$ cat src/rtl/core/ambz_pkg.sv
`default_nettype none

package ambz_pkg;

    localparam int CHANNELS   = 4;
    localparam int COEF_W     = 16;
    localparam int COEF_FRAC  = 14;
    localparam int ZOOM_W     = 16;
    localparam int BLEND_W    = 17;
    localparam int GAIN_W     = 16;
    localparam int RECIP_W    = 18;
    localparam int Q15_FRAC   = 15;
    localparam int RECIP_FRAC = 16;
    // growth of the front mic over a sample after the coefficient shift
    localparam int MIC_GROW   = 4;
    localparam int CFG_IDX_W  = 3;
    localparam int CFG_DATA_W = 64;
    localparam int STAGES     = 6;

    localparam logic signed [ZOOM_W-1:0]  ZOOM_MAX  = 16'sd32440;
    localparam logic signed [ZOOM_W+1:0]  ZOOM_ONE  = 18'sd32768;
    localparam logic [GAIN_W-1:0]         REAR_RST  = 16'd32768;
    localparam logic [RECIP_W-1:0]        RECIP_RST = 18'd65536;

    typedef logic [STAGES-1:0] t_stage_en;

    typedef enum logic [CFG_IDX_W-1:0] {
        CFG_ZOOM           = 3'd0,
        CFG_REAR_GAIN      = 3'd1,
        CFG_NORM_RECIP     = 3'd2,
        CFG_FRONT_COEFS    = 3'd3,
        CFG_WEIGHTED_COEFS = 3'd4
    } t_cfg_idx;

endpackage

`default_nettype wire

$ cat src/rtl/core/ambz_mic.sv
`default_nettype none

module ambz_mic #(
    parameter int SAMPLE_BITS = 16
) (
    input  wire logic                                             i_clk,
    input  wire logic                                             i_en,
    input  wire logic signed [SAMPLE_BITS+ambz_pkg::COEF_W-1:0]   i_prod [ambz_pkg::CHANNELS],
    output      logic signed [SAMPLE_BITS+ambz_pkg::MIC_GROW-1:0] o_mic
);
    import ambz_pkg::*;

    localparam int P_W   = SAMPLE_BITS + COEF_W;
    localparam int SUM_W = P_W + 3;
    localparam int MIC_W = SAMPLE_BITS + MIC_GROW;

    localparam logic signed [SUM_W-1:0] SUM_HALF = SUM_W'(1 << (COEF_FRAC - 1));

    logic signed [SUM_W-1:0] w_sum;
    logic signed [SUM_W-1:0] w_rnd;

    always_comb begin
        w_sum = '0;
        for (int c = 0; c < CHANNELS; c++) begin
            w_sum = w_sum + SUM_W'(i_prod[c]);
        end
    end

    assign w_rnd = w_sum + SUM_HALF;

    always_ff @(posedge i_clk) begin
        if (i_en) begin
            o_mic <= w_rnd[MIC_W+COEF_FRAC-1:COEF_FRAC];
        end
    end

endmodule

`default_nettype wire

$ cat config.mk
export PLATFORM = sky130hd
export DESIGN_NAME = ambz_mic
export DESIGN_NICKNAME = d
export VERILOG_FILES = /design/src/rtl/core/ambz_pkg.sv /design/src/rtl/core/ambz_mic.sv
export SDC_FILE = /design/constraint.sdc
export NUM_CORES = 1
export LEC_CHECK = 0
export ABC_AREA = 1
export BUFFER_PORTS_ARGS = -buffer_cell sky130_fd_sc_hd__clkbuf_2
export CAP_MARGIN = 30
export CORE_MARGIN = 4
export CORE_UTILIZATION = 43
export DETAILED_ROUTE_END_ITERATION = 8
export PLACE_DENSITY = 0.71
export SYNTH_ARGS = -nofsm -noshare
export SYNTH_HDL_FRONTEND = slang
export SYNTH_SLANG_ARGS = --single-unit
$ cat constraint.sdc
create_clock -name i_clk -period 2.85 [get_ports i_clk]
set_input_delay 0 -clock i_clk [delete_from_list [all_inputs] [get_ports i_clk]]
set_output_delay 0 -clock i_clk [all_outputs]
set_load 0.1 [all_outputs]
==> impl_metrics.env <==
export IMPL_vias=4606
export IMPL_cp_arrival_ns=2.70
export IMPL_synth_compound_area_share_pct=5.41
export IMPL_postRouteWirelength_um=11300
export IMPL_synth_warnings=0
export IMPL_place_congestion=0.872
export IMPL_grt_pass1_vias=4535
export IMPL_power_density_nw_per_um2=904
export IMPL_cts_sinks=20
export IMPL_antenna_cells=0
export IMPL_synthMuxAreaShare_pct=0
export IMPL_reg_top3="o_mic x20"
export IMPL_hp_class="in2reg"
export IMPL_viasPerCell=4.55
export IMPL_critical_path_class="in2reg"
export IMPL_synth_top_area_share_pct=26.1
export IMPL_core_area_um2=11000
export IMPL_regMostFlops="o_mic"
export IMPL_clk_path_buf_depth=2
export IMPL_fin_tns_setup_ns=0
export IMPL_fin_crit_sh_pct=94.5
export IMPL_worst_hold_slack_ns=0.306
export IMPL_largest_register_ff_count=20
export IMPL_p_total_w=0.00575
export IMPL_synth_top_family_by_area="adder cells"
export IMPL_firstDrtPassIters=4
export IMPL_ys_seq_elements=20
export IMPL_setup_viol=0
export IMPL_slew_headroom_pct=62.0
export IMPL_grt_setup_unrepaired="yes"
export IMPL_antenna_found_initial=0
export IMPL_synth_xor_area_share_pct=1.25
export IMPL_finalMaxSlewViolations=0
export IMPL_die_y_um=115
export IMPL_fp_row_count=38
export IMPL_end_kind="register"
export IMPL_wl_per_cell_um=11.1
export IMPL_ios=150
export IMPL_finalHoldViolCount=0
export IMPL_die_area_um2=13200
export IMPL_startpoint="i_prod[7]"
export IMPL_synthTopCellsByArea="fa_1, inv_1, ha_1"
export IMPL_endpoint="o_mic[16]"
export IMPL_die_w_um=115
export IMPL_cts_root_buf="clkbuf_16"
export IMPL_syn_to_final_growth_pct=29.9
export IMPL_synth_adder_area_share_pct=41.7
export IMPL_required_ns=2.86
export IMPL_p_leak_nw=3.83
export IMPL_cp_max_fo=3
export IMPL_maxCapViolations=0
export IMPL_initial_utilization_pct=44.6
export IMPL_synth_simple_area_share_pct=23.1
export IMPL_htree_levels=1
export IMPL_yosysTopAreaCell="fa_1"
export IMPL_grt_total_usage_pct=17.0
export IMPL_drt_iter0_drc=127
export IMPL_ir_worst_vdd_v=0.000838
export IMPL_final_fill_count=1053
export IMPL_cp_start_kind="input pin"
export IMPL_nets=1128
export IMPL_fmax_ghz=0.371
export IMPL_worst_pin_slew_ns=0.573
export IMPL_place_hpwl_um=10300
export IMPL_cts_made_buffers=3
export IMPL_syn_area_per_cell_um2=7.11
export IMPL_syn_num_nets=944
export IMPL_ant_nets=0
export IMPL_grt_max_degree=21
export IMPL_drcViolationCount=0
export IMPL_synthCells=689
export IMPL_status="finished, final reports clean"
export IMPL_cts_tree="done"
export IMPL_synth_cell_type_count=22
export IMPL_min_period_ns=2.69
export IMPL_syn_area_um2=4900
export IMPL_drive_gt1_share_pct=27.5
export IMPL_portBuffers=149
export IMPL_grt_overflow=0
export IMPL_clk_pin_slew_ns=0.06
export IMPL_grt_pass1_wl_um=18800
export IMPL_synth_seq_area_share_pct=12.3
power breakdown:
| group | switching, W | leakage [nW] | internal [W] | total (W) |
|---|---|---|---|---|
| registers | 0.0000444 | 0.195 | 0.000572 | 0.000616 |
| logic | 0.00318 | 3.58 | 0.00157 | 0.00475 |
| clock network | 0.000109 | 0.0511 | 0.000279 | 0.000388 |
worst min-delay path by stage:
| stage | from | end | slack [ns] | cells past startpoint |
|---|---|---|---|---|
| finish | i_prod[96] | o_mic[5] | 0.31 | 6 |
| global route | i_prod[96] | o_mic[5] | 0.40 | 6 |
| CTS | i_prod[96] | o_mic[5] | 0.31 | 6 |
| detailed placement | i_prod[96] | o_mic[5] | 0.57 | 6 |
| global placement | i_prod[96] | o_mic[5] | 0.57 | 6 |
| floorplan | i_en | o_mic[0] | 0.11 | 0 |
synthesized netlist by cell type, drive strengths merged:
cell and n:
a21oi 31, ha 61, o21ai 16, o21bai 4
xor2 6, fa 64, nor3 8, nand3 28
and3 1, nor2 55, nand2 178, inv 212
xnor2 1, edfxtp 20, nand4 4
layer usage:
metal	GRT usage (%)	part of all wire, %	up-vias	wire length, um
met4	2.82	1.1	0	127
met2	30.5	49	117	5500
met5	0	0	-	0
met1	22.6	45	2071	5050
li1	-	-	2408	-
met3	1.68	5.2	10	580
per-stage QoR:
| stage | setup WS (ns) | util, % | instances | instance area, um^2 |
|---|---|---|---|---|
| CTS | 0.0708 | 55.9 | 1011 | 6140 |
| floorplan | 0.0845 | - | 689 | 4900 |
| finish | 0.156 | 58.0 | 1012 | 6370 |
| global route | -0.0181 | 58.0 | 1012 | 6370 |
| global placement | -0.168 | 55.0 | 1007 | 6040 |
| detailed placement | -0.194 | 55.0 | 1007 | 6040 |
critical path, stage by stage:
cell and delay (ns):
clkbuf_2 0.08, inv_1 0.05, fa_1 0.53, inv_1 0.06, fa_1 0.46, ha_1 0.34, ha_4 0.29, nand2_1 0.10
nor2_1 0.19, and3_1 0.18, nand2_1 0.06, nand2_2 0.11, nand2_1 0.10, nand3_1 0.09, nand2_1 0.05
logic make-up after synthesis:
| group | after synthesis |
|---|---|
| adders and majority gates | 125 |
| buffers and inverters | 212 |
| AOI/OAI and AO/OA | 51 |
| xor gates and xnor gates | 7 |
| and+or+nand+nor | 274 |
| DFF | 20 |
final cells by class:
| class | instances | area (um^2) | share of cell area (%) |
|---|---|---|---|
| clock buffers | 3 | 75.1 | 1.18 |
| clock inverters | 1 | 30.0 | 0.472 |
| inverters | 212 | 796 | 12.5 |
| multi-input cells | 457 | 3720 | 58.4 |
| flip-flops and latches | 20 | 601 | 9.43 |
| well taps | 140 | 175 | 2.75 |
| repair buffers | 179 | 971 | 15.2 |
cells in the final DEF (no fill, tap or decap):
master	synthesis	layout
nand4_2	1	1
and3_1	1	1
nor2_1	51	45
o21bai_1	4	4
clkbuf_16	0	3
a21oi_2	0	16
inv_1	210	209
ha_4	0	9
clkbuf_2	0	149
fa_2	0	1
nand2_2	6	12
nand4_1	3	3
o21ai_0	14	13
ha_1	61	51
nor3_1	6	6
nand3_1	28	27
o21ai_1	2	2
fa_1	64	63
nor2_2	4	10
xor2_1	6	6
xnor2_1	1	1
nand2_1	172	166
ha_2	0	1
buf_4	0	30
inv_2	2	3
nor3_4	1	1
o21ai_2	0	1
nand3_2	0	1
bufinv_16	0	1
a21oi_1	31	15
nor3_2	1	1
edfxtp_1	20	20
timing repair:
item                       4_1_cts  5_1_grt
setup endpoints to repair        0       18
resized for setup                0       43
hold buffers                     0        0
setup buffers                    0        1
Power figures use the tool's default switching activity.
